**src/rtl/core/rfp_pkg.sv**
```systemverilog
package rfp_pkg;

  // frame marker bytes
  localparam logic [7:0] HEAD_0 = 8'h53;
  localparam logic [7:0] HEAD_1 = 8'h59;
  localparam logic [7:0] FOOT_0 = 8'h54;
  localparam logic [7:0] FOOT_1 = 8'h43;

  // reset value of the maximum data length register
  localparam logic [15:0] MAX_LEN_RESET = 16'd64;

  // result status codes
  localparam logic [2:0] ST_BUSY       = 3'd0;
  localparam logic [2:0] ST_DONE       = 3'd1;
  localparam logic [2:0] ST_BAD_HEADER = 3'd2;
  localparam logic [2:0] ST_BAD_LENGTH = 3'd3;
  localparam logic [2:0] ST_BAD_FOOTER = 3'd4;

  // one result beat
  typedef struct packed {
    logic [2:0]  status;
    logic [7:0]  control_code;
    logic [7:0]  command_code;
    logic [15:0] data_length;
    logic [7:0]  checksum_byte;
    logic        data_valid;
    logic [15:0] data_index;
    logic [7:0]  data_byte;
  } rfp_result_t;

endpackage

```
**src/rtl/core/rfp_in_if.sv**
```systemverilog
interface rfp_in_if;
  logic       valid;
  logic       ready;
  logic [7:0] rx_byte;

  modport source (output valid, output rx_byte, input ready);
  modport sink (input valid, input rx_byte, output ready);
endinterface

```
**src/rtl/core/rfp_out_if.sv**
```systemverilog
interface rfp_out_if;
  logic        valid;
  logic        ready;
  logic [2:0]  status;
  logic [7:0]  control_code;
  logic [7:0]  command_code;
  logic [15:0] data_length;
  logic [7:0]  checksum_byte;
  logic        data_valid;
  logic [15:0] data_index;
  logic [7:0]  data_byte;

  modport source (
    output valid, output status, output control_code, output command_code,
    output data_length, output checksum_byte, output data_valid,
    output data_index, output data_byte, input ready
  );
  modport sink (
    input valid, input status, input control_code, input command_code,
    input data_length, input checksum_byte, input data_valid,
    input data_index, input data_byte, output ready
  );
endinterface

```
**src/rtl/core/rfp_parse.sv**
```systemverilog
module rfp_parse (
  input  logic                clk,
  input  logic                rst,
  input  logic                step,
  input  logic [7:0]          rx_byte,
  input  logic [15:0]         max_len,
  output rfp_pkg::rfp_result_t result
);
  import rfp_pkg::*;

  // frame phases
  localparam logic [3:0] PH_HEAD0 = 4'd0;
  localparam logic [3:0] PH_HEAD1 = 4'd1;
  localparam logic [3:0] PH_CTRL  = 4'd2;
  localparam logic [3:0] PH_CMD   = 4'd3;
  localparam logic [3:0] PH_LENH  = 4'd4;
  localparam logic [3:0] PH_LENL  = 4'd5;
  localparam logic [3:0] PH_DATA  = 4'd6;
  localparam logic [3:0] PH_CSUM  = 4'd7;
  localparam logic [3:0] PH_FOOT0 = 4'd8;
  localparam logic [3:0] PH_FOOT1 = 4'd9;

  logic [3:0]  phase, phase_next;
  logic [15:0] data_cnt, data_cnt_next;
  logic [7:0]  held_control, held_control_next;
  logic [7:0]  held_command, held_command_next;
  logic [15:0] held_length, held_length_next;
  logic [7:0]  held_checksum, held_checksum_next;
  logic [2:0]  status;
  logic        dvalid;
  logic [15:0] len_low;

  assign len_low = {held_length[15:8], rx_byte};

  // per-byte phase decode
  always_comb begin
    phase_next         = phase;
    data_cnt_next      = data_cnt;
    held_control_next  = held_control;
    held_command_next  = held_command;
    held_length_next   = held_length;
    held_checksum_next = held_checksum;
    status             = ST_BUSY;
    dvalid             = 1'b0;
    unique case (phase)
      PH_HEAD0: begin
        if (rx_byte != HEAD_0) begin
          status = ST_BAD_HEADER;
        end else begin
          phase_next = PH_HEAD1;
        end
      end
      PH_HEAD1: begin
        if (rx_byte != HEAD_1) begin
          status     = ST_BAD_HEADER;
          phase_next = PH_HEAD0;
        end else begin
          phase_next = PH_CTRL;
        end
      end
      PH_CTRL: begin
        held_control_next = rx_byte;
        phase_next        = PH_CMD;
      end
      PH_CMD: begin
        held_command_next = rx_byte;
        phase_next        = PH_LENH;
      end
      PH_LENH: begin
        held_length_next = {rx_byte, 8'h00};
        phase_next       = PH_LENL;
      end
      PH_LENL: begin
        held_length_next = len_low;
        data_cnt_next    = '0;
        if (len_low == 16'd0 || len_low > max_len) begin
          status     = ST_BAD_LENGTH;
          phase_next = PH_HEAD0;
        end else begin
          phase_next = PH_DATA;
        end
      end
      PH_DATA: begin
        dvalid        = 1'b1;
        data_cnt_next = data_cnt + 16'd1;
        if (data_cnt == held_length - 16'd1) begin
          phase_next = PH_CSUM;
        end
      end
      PH_CSUM: begin
        held_checksum_next = rx_byte;
        phase_next         = PH_FOOT0;
      end
      PH_FOOT0: begin
        if (rx_byte != FOOT_0) begin
          status     = ST_BAD_FOOTER;
          phase_next = PH_HEAD0;
        end else begin
          phase_next = PH_FOOT1;
        end
      end
      PH_FOOT1: begin
        status     = (rx_byte == FOOT_1) ? ST_DONE : ST_BAD_FOOTER;
        phase_next = PH_HEAD0;
      end
      default: begin
        phase_next = PH_HEAD0;
      end
    endcase
  end

  // result reports the held fields after this byte
  always_comb begin
    result.status        = status;
    result.control_code  = held_control_next;
    result.command_code  = held_command_next;
    result.data_length   = held_length_next;
    result.checksum_byte = held_checksum_next;
    result.data_valid    = dvalid;
    result.data_index    = dvalid ? data_cnt : 16'd0;
    result.data_byte     = dvalid ? rx_byte : 8'd0;
  end

  // parser state
  always_ff @(posedge clk) begin
    if (rst) begin
      phase         <= PH_HEAD0;
      data_cnt      <= '0;
      held_control  <= '0;
      held_command  <= '0;
      held_length   <= '0;
      held_checksum <= '0;
    end else if (step) begin
      phase         <= phase_next;
      data_cnt      <= data_cnt_next;
      held_control  <= held_control_next;
      held_command  <= held_command_next;
      held_length   <= held_length_next;
      held_checksum <= held_checksum_next;
    end
  end

endmodule

```
**src/rtl/core/radar_frame_parser.sv**
```systemverilog
// radar_frame_parser: deframes sensor frames from a serial byte stream.
// rx takes one received byte per beat; res gives one result beat per byte
// with the status (in progress, frame complete, bad header, bad length,
// bad footer), the held control, command, length and checksum fields,
// and the byte itself with its index when it is a frame data byte.
// cfg_we/cfg_wdata write the maximum accepted data length (reset 64);
// write it only while no byte is in flight.
// A byte taken into the input register goes through the phase decode into the
// result register, which drives res. Throughput: one byte per cycle unless res
// stalls, set by the input and result registers around the phase decode.
// Reset clears the frame phase, the held fields, both stage valids and
// restores the maximum length; the block accepts bytes right after reset.
// When res stalls, the result register holds and an empty input register still
// takes one more byte; after that rx.ready drops until res moves again.
module radar_frame_parser (
  input  logic        clk,
  input  logic        rst,
  input  logic        cfg_we,
  input  logic [15:0] cfg_wdata,
  rfp_in_if.sink      rx,
  rfp_out_if.source   res
);
  import rfp_pkg::*;

  logic        max_len_we;
  logic [15:0] max_len;
  logic        in_valid;
  logic [7:0]  in_byte;
  logic        out_valid;
  logic        advance;
  logic        step;
  rfp_result_t result;
  rfp_result_t out_res;

  assign max_len_we = cfg_we;

  // configuration register
  always_ff @(posedge clk) begin
    if (rst) begin
      max_len <= MAX_LEN_RESET;
    end else if (max_len_we) begin
      max_len <= cfg_wdata;
    end
  end

  // stage handshakes
  assign advance  = !out_valid || res.ready;
  assign step     = in_valid && advance;
  assign rx.ready = !in_valid || advance;

  // input register
  always_ff @(posedge clk) begin
    if (rst) begin
      in_valid <= 1'b0;
    end else if (rx.ready) begin
      in_valid <= rx.valid;
    end
  end

  always_ff @(posedge clk) begin
    if (rx.valid && rx.ready) begin
      in_byte <= rx.rx_byte;
    end
  end

  rfp_parse u_parse (
    .clk     (clk),
    .rst     (rst),
    .step    (step),
    .rx_byte (in_byte),
    .max_len (max_len),
    .result  (result)
  );

  // result register
  always_ff @(posedge clk) begin
    if (rst) begin
      out_valid <= 1'b0;
    end else if (advance) begin
      out_valid <= in_valid;
    end
  end

  always_ff @(posedge clk) begin
    if (step) begin
      out_res <= result;
    end
  end

  assign res.valid         = out_valid;
  assign res.status        = out_res.status;
  assign res.control_code  = out_res.control_code;
  assign res.command_code  = out_res.command_code;
  assign res.data_length   = out_res.data_length;
  assign res.checksum_byte = out_res.checksum_byte;
  assign res.data_valid    = out_res.data_valid;
  assign res.data_index    = out_res.data_index;
  assign res.data_byte     = out_res.data_byte;

endmodule
```
**src/flat_wrapper.sv**
```systemverilog
// flat-port wrapper written by rule: the top's interface ports become plain ports
module radar_frame_parser_flat import rfp_pkg::*;
  (clk, rst, cfg_we, cfg_wdata, rx_valid, rx_rx_byte, rx_ready, res_valid, res_status, res_control_code, res_command_code, res_data_length, res_checksum_byte, res_data_valid, res_data_index, res_data_byte, res_ready);
  rfp_in_if rx_i ();
  rfp_out_if res_i ();
  input  logic clk;
  input  logic rst;
  input  logic cfg_we;
  input  logic [15:0] cfg_wdata;
  input wire logic [$bits(rx_i.valid)-1:0] rx_valid;
  input wire logic [$bits(rx_i.rx_byte)-1:0] rx_rx_byte;
  output wire logic [$bits(rx_i.ready)-1:0] rx_ready;
  output wire logic [$bits(res_i.valid)-1:0] res_valid;
  output wire logic [$bits(res_i.status)-1:0] res_status;
  output wire logic [$bits(res_i.control_code)-1:0] res_control_code;
  output wire logic [$bits(res_i.command_code)-1:0] res_command_code;
  output wire logic [$bits(res_i.data_length)-1:0] res_data_length;
  output wire logic [$bits(res_i.checksum_byte)-1:0] res_checksum_byte;
  output wire logic [$bits(res_i.data_valid)-1:0] res_data_valid;
  output wire logic [$bits(res_i.data_index)-1:0] res_data_index;
  output wire logic [$bits(res_i.data_byte)-1:0] res_data_byte;
  input wire logic [$bits(res_i.ready)-1:0] res_ready;
  assign rx_i.valid = rx_valid;
  assign rx_i.rx_byte = rx_rx_byte;
  assign rx_ready = rx_i.ready;
  assign res_valid = res_i.valid;
  assign res_status = res_i.status;
  assign res_control_code = res_i.control_code;
  assign res_command_code = res_i.command_code;
  assign res_data_length = res_i.data_length;
  assign res_checksum_byte = res_i.checksum_byte;
  assign res_data_valid = res_i.data_valid;
  assign res_data_index = res_i.data_index;
  assign res_data_byte = res_i.data_byte;
  assign res_i.ready = res_ready;
  radar_frame_parser u_core (.clk(clk), .rst(rst), .cfg_we(cfg_we), .cfg_wdata(cfg_wdata), .rx(rx_i), .res(res_i));
endmodule
```
**config.mk**
```make
export PLATFORM = sky130hd
export DESIGN_NAME = radar_frame_parser_flat
export DESIGN_NICKNAME = d
export VERILOG_FILES = /design/src/rtl/core/rfp_pkg.sv /design/src/rtl/core/rfp_in_if.sv /design/src/rtl/core/rfp_out_if.sv /design/src/rtl/core/rfp_parse.sv /design/src/rtl/core/radar_frame_parser.sv /design/src/flat_wrapper.sv
export SDC_FILE = /design/constraint.sdc
export NUM_CORES = 1
export LEC_CHECK = 0
export BUFFER_PORTS_ARGS = -buffer_cell sky130_fd_sc_hd__buf_2
export CORE_MARGIN = 4
export CORE_UTILIZATION = 50
export DETAILED_ROUTE_END_ITERATION = 12
export GPL_TIMING_DRIVEN = 0
export MAX_ROUTING_LAYER = met4
export PLACE_DENSITY = 0.68
export SYNTH_ARGS = -nofsm -noshare
export SYNTH_HDL_FRONTEND = slang
export SYNTH_SLANG_ARGS = --single-unit
export TNS_END_PERCENT = 10
```
**constraint.sdc**
```tcl
create_clock -name clk -period 6 [get_ports clk]
set_clock_uncertainty 0.15 [all_clocks]
set_input_delay 1.2 -clock clk [delete_from_list [all_inputs] [get_ports clk]]
set_output_delay 1.2 -clock clk [all_outputs]
set_load 0.01 [all_outputs]
```
==> results.yml, run 1 <==
outcome:
  status: "finished, final reports clean"
floorplanning:
  core_area_um2: 13880
  die_area_um2: 16170
  io_pins: 99
  dieWidth_um: 127.1
  initial_core_util_pct: 51.14
  rows: 43
  die_h_um: 127.1
clock_tree:
  htree_num_levels: 4
  cts_resized: 0
  hold_buffers: 0
  numCtsBuffers: 17
  cts_tree: "yes"
  post_cts_buffers: 0
  cts_max_path_buffers: 2
  path_clk_slew_ns: 0.06
  cts_root_buf: "clkbuf_16"
  insertion_delay_ns: 0.43
  cts_sinks: 154
route:
  avgRoutedWirePerCell_um: 17.99
  drtIter0Drc: 308
  num_vias: 5475
  firstDrtPassIters: 5
  post-route-drc-count: 0
  vias_per_cell: 5.536
  final_antenna_net_count: 0
  finalWirelength_um: 17790
global_route:
  antenna_found_initial: 0
  grt_max_degree: 40
  overflow: 0
  grt_pass1_vias: 5428
  grt_pass1_wl_um: 28380
  grt_use_total_pct: 23.39
yosys:
  postSynthCellCount: 679
  ys.flop_type: "dfxtp_1"
  synth.avg_cell_area_um2: 10.45
  synth_seq_cells: 154
  syn-num-nets: 726
  ys_types: 56
  synth_edf_count: 76
  synthArstFlopShare_pct: 0
  synthesis.area_um2: 7098
  synth-seq-area-share_pct: 54.15
  yosys_warnings: 0
min_path:
  min-delay-start: "u_core.u_parse.held_control[3]"
  holdPathEnd: "u_core.u_parse.held_control[3]"
  hold_depth: 2
  hold_class: "register to register"
finish:
  drive_gt1_share_pct: 21.51
  final_util_pct: 61.16
  antenna_cells: 0
  final_cell_mix: "nor2_1 (110), buf_2 (99), dfxtp_1 (78), edfxtp_1 (76), clkbuf_1 (37)"
  nNetsFinal: 843
  fillers: 1165
  areaGrowthSynthToFinish_pct: 19.60
  design_area_um2: 8489
  layout_commonest_cell: "nor2_1"
worst_setup_path:
  arrival_ns: 3.17
  slowest_stage: "clkbuf_4"
  cp_max_fo: 39
  reg2reg_slack_ns: 2.83
  reg2reg_from: "u_core.u_parse.held_length[5]"
  cp-end-kind: "register"
  r2r-end: "u_core.u_parse.phase[3]"
  path_class: "primary input to register"
  slowest_delay_ns: 0.61
  cp-start-kind: "primary input"
  worst_r2r_path_depth: 9
  required_ns: 5.97
  path_cells: "buf_2, nor2b_1, nand2b_1, inv_1, clkbuf_1, clkbuf_4, buf_12"
sta:
  timing.final.max_slew_violations: 0
  max_freq_mhz: 312.4
  finalCritPeriodShare_pct: 53.35
  finalHoldViolCount: 0
  setup_viol_count_final: 0
  fin_tns_setup_ns: 0
  fin_crit_ns: 3.201
  fin_ws_ns: 2.799
  worst_pin_slew_ns: 1.139
  rsz0062_at_grt: "no"
  relSlewSlack_pct: 23.89
pwr:
  power_density_nw_per_um2: 342.9
  p_leak_nw: 3.432
  p_sw_share_pct: 25.85
  power_frac_clock_pct: 41.5
  peakVddDrop_mv: 0.2177
  p_sw_uw: 752.6
  power_mw: 2.911
  seqPwrFrac_pct: 42.0
  pwr-share-comb_pct: 16.5
  power.internal_mw: 2.158
place:
  place_worst_setup_slack_ns: 2.354
  placed_area_um2: 7833
  port_buffers: 97
  place_hpwl_um: 12480
  gp_congestion: 0.9181
run:
  maxCapViolCount: 0
[synthesized netlist by cell type (all sizes together) (12+ instances only)]
cell / count / area [um^2]
inv: 28 / 105.1
a21oi: 23 / 115.1
clkbuf: 34 / 127.6
xnor2: 20 / 182.7
dfxtp: 78 / 1562
nor4: 12 / 81.33
and2: 28 / 175.2
nand2: 32 / 120.1
mux2i: 23 / 230.2
nor2: 110 / 412.9
nor3: 33 / 170.2
xor2: 13 / 113.9
o21ai: 12 / 60.06
ha: 18 / 225.2
edfxtp: 76 / 2282
mux2: 32 / 364.1
[layer usage]
metal  vias to the layer above  GRT usage [%]  wire (um)
li1                       2625              -          -
met1                      2640          29.19       7620
met2                       184          38.23       8761
met3                        26          5.226       1109
met4                         0          7.256        297
met5                         -              -          0
[worst max-delay path, delay by kind of cell]
family                 cells  cell delay [ns]
and+or+nand+nor            2             0.32
buffers and inverters      5             1.60
[through the flow]
stage | instances | hold WS, ns
3_3_place_gp | 956 | 0.2884
6_report | 989 | 0.3043
5_1_grt | 989 | 0.3383
4_1_cts | 989 | 0.3063
3_5_place_dp | 957 | 0.2979
2_1_floorplan | 679 | 0.2838
[worst max-delay path by stage]
stage	from	to	slack, ns	depth (start not counted)
2_1_floorplan	res_ready	u_core.res.checksum_byte[0]	1.47	5
3_3_place_gp	res_ready	u_core.res.data_length[11]	0.25	6
3_5_place_dp	res_ready	u_core.u_parse.held_length[8]	2.35	9
4_1_cts	res_ready	u_core.u_parse.held_length[8]	2.78	9
5_1_grt	res_ready	u_core.u_parse.held_control[1]	2.58	9
6_report	res_ready	u_core.res.data_length[11]	2.80	7
[layout make-up]
class | count | area [um^2] | share of cell area, %
multi-input cells | 452 | 2963 | 34.90
plain buffers | 45 | 190.2 | 2.240
clock buffers | 21 | 440.4 | 5.188
inverters | 28 | 105.1 | 1.238
well taps | 180 | 225.2 | 2.653
flip-flops and latches | 154 | 3844 | 45.28
repair buffers | 98 | 505.5 | 5.954
clock inverters | 11 | 216.5 | 2.550
[kinds of logic after synthesis]
logic type / after synthesis / synth area share, %
fa+ha+maj: 18 / 3.173
mux: 55 / 8.373
flops: 154 / 54.15
simple gates: 274 / 19.36
buf+inv: 73 / 4.107
xor+xnor: 33 / 4.178
compound gates: 72 / 6.663
[power groups by stage]
stage	sequential, mW	combinational, mW	clock (mW)
floorplan	1.25	0.324	0
detailed placement	1.24	0.476	0
finish	1.22	0.481	1.21
global route	1.23	0.531	1.27
CTS	1.22	0.481	1.22
global placement	1.24	0.463	0
[flip-flops by register name, indices dropped and copies added, names as in the netlist]
name	flops
u_core.res.data_valid	1
u_core.res.control_code	8
u_core.res.data_length	16
u_core.u_parse.held_checksum	8
u_core.res.status	3
u_core.u_parse.data_cnt	16
u_core.max_len	16
u_core.res.data_byte	8
u_core.in_valid	1
u_core.u_parse.held_command	8
u_core.u_parse.held_length	16
u_core.u_parse.phase	4
u_core.res.checksum_byte	8
u_core.res.data_index	16
u_core.u_parse.held_control	8
u_core.res.valid	1
u_core.res.command_code	8
u_core.in_byte	8
Power figures use the tool's default switching activity.
==> run 2: changes to the inputs <==
- clock period: 6 -> 3.1 ns (I/O delays scaled with it)
==> run 2 against run 1 <==
Against the previous run: power rose by 84%; worst setup slack lost 2.7 ns; critical path depth up 3; via count is 0.47% higher; non-clock buffer count is the same; cell area shrank 0.62%; count of clock-buffer cells in the layout increased by 3; sequential power grew 94%; die area did not move; largest power group unchanged; utilization down 0.38 points; clock power increased by 68%; worst hold slack worse by 0.088 ns.
==> results.yml, run 2 (synthesis gave the netlist of run 1 again) <==
clock_tree:
  cts_sinks: 154
  insertion_delay_ns: 0.43
  cts_root_buf: "clkbuf_16"
  numCtsBuffers: 17
  path_clk_slew_ns: 0.06
  cts_tree: "yes"
  htree_num_levels: 4
  cts_max_path_buffers: 2
  hold_buffers: 0
floorplanning:
  rows: 43
  io_pins: 99
  die_area_um2: 16170
  die_h_um: 127.1
  core_area_um2: 13880
  dieWidth_um: 127.1
  initial_core_util_pct: 51.14
global_route:
  antenna_found_initial: 0
  overflow: 0
  grt_max_degree: 42
  use_met1_pct: 29.06
  met2_usage_pct: 37.52
  grt_pass1_vias: 5454
  grt_pass1_wl_um: 28150
  grt_use_total_pct: 23.34
  grt-busiest-layer: "met2"
  grtUsageMet3_pct: 5.184
pwr:
  power_density_nw_per_um2: 633.8
  pwr-share-comb_pct: 17.8
  p_sw_share_pct: 26.82
  peakVddDrop_mv: 0.3705
  seqPwrFrac_pct: 44.3
  power.internal_mw: 3.913
  power_mw: 5.347
  power_frac_clock_pct: 38.0
  p_leak_nw: 3.404
  p_sw_mw: 1.434
run:
  maxCapViolCount: 0
sta:
  holdWs_ns: 0.2164
  fin_tns_setup_ns: 0
  finalCritPeriodShare_pct: 96.32
  relSlewSlack_pct: 26.17
  worst_pin_slew_ns: 1.105
  fin_ws_ns: 0.1142
  timing.final.max_slew_violations: 0
  max_freq_mhz: 334.9
  fin_crit_ns: 2.986
  finalHoldViolCount: 0
  setup_viol_count_final: 0
route:
  post-route-drc-count: 0
  vias_per_cell: 5.562
  final_antenna_net_count: 0
  firstDrtPassIters: 5
  num_vias: 5501
  drtIter0Drc: 408
  finalWirelength_um: 17980
  avgRoutedWirePerCell_um: 18.18
finish:
  areaGrowthSynthToFinish_pct: 18.86
  design_area_um2: 8437
  final_cell_count_no_fill: 989
  drive_gt1_share_pct: 22.13
  final_util_pct: 60.78
  nNetsFinal: 843
  antenna_cells: 0
  layout_commonest_cell: "nor2_1"
  final_cell_mix: "nor2_1 (110), buf_2 (99), dfxtp_1 (78), edfxtp_1 (76), clkbuf_1 (35)"
worst_setup_path:
  path_class: "register to register"
  arrival_ns: 3.15
  cp_max_fo: 6
  cp-start-kind: "register"
  cp-end-kind: "register"
  required_ns: 3.26
place:
  place_worst_setup_slack_ns: -0.008654
  gp_congestion: 0.9179
  placed_area_um2: 7833
  port_buffers: 97
  dp.cells: 957
  place_hpwl_um: 12650
outcome:
  status: "finished, final reports clean"
min_path:
  hold_class: "primary input to register"
[run 2: cell count changes in the layout (fill, tap and decap cells not counted), moves of 2 or more]
cell and delta:
bufinv_16 -4, clkbuf_1 -2, clkbuf_2 +2, clkbuf_8 +3, clkinv_2 +3
[run 2: path summary, 6_finish.rpt]
path | end | cells past startpoint | slack, ns | from
max reg2reg | u_core.u_parse.phase[3] | 10 | 0.11 | u_core.u_parse.held_length[0]
min reg2reg | u_core.u_parse.held_control[4] | 2 | 0.31 | u_core.u_parse.held_control[4]
min | u_core.in_byte[2] | 1 | 0.22 | rx_rx_byte[2]
max | u_core.u_parse.phase[3] | 10 | 0.11 | u_core.u_parse.held_length[0]
[run 2: timing repair]
| item | 4_1_cts | 5_1_grt |
|---|---|---|
| setup buffers | 0 | 0 |
| endpoints found under the setup margin | 1 | 2 |
| gates resized for setup | 1 | 7 |
[run 2: worst max-delay path, cell delays in order, from the launching register on]
cell      delay (ns)
dfxtp_1         0.36
inv_1           0.10
ha_1            0.18
or4b_1          0.48
clkbuf_1        0.19
or4_4           0.45
xnor2_2         0.12
nand3_1         0.10
nor3_2          0.25
a31oi_4         0.15
mux2_4          0.33
[run 2: metal layers]
metal,wire (um),vias to the layer above
li1,-,2619
met1,7785,2631
met2,8657,215
met3,1093,36
met4,442,0
met5,0,-
[run 2: layout make-up]
| cell class | instances | area, um^2 |
|---|---|---|
| flip-flops and latches | 154 | 3844 |
| fillers | 1166 | 5444 |
| plain buffers | 45 | 192.7 |
| clock buffers | 24 | 481.7 |
| clock inverters | 8 | 95.09 |
| repair buffers | 98 | 505.5 |
| multi-input cells | 452 | 2988 |
| well taps | 180 | 225.2 |
| inverters | 28 | 105.1 |
[run 2: power by group through the flow]
stage	logic (mW)	clock network, mW	registers, mW
after floorplan	0.628	0	2.41
after global placement	0.899	0	2.40
after detailed placement	0.921	0	2.41
after CTS	0.933	2.06	2.37
after global routing	1.04	2.16	2.38
final	0.949	2.03	2.37
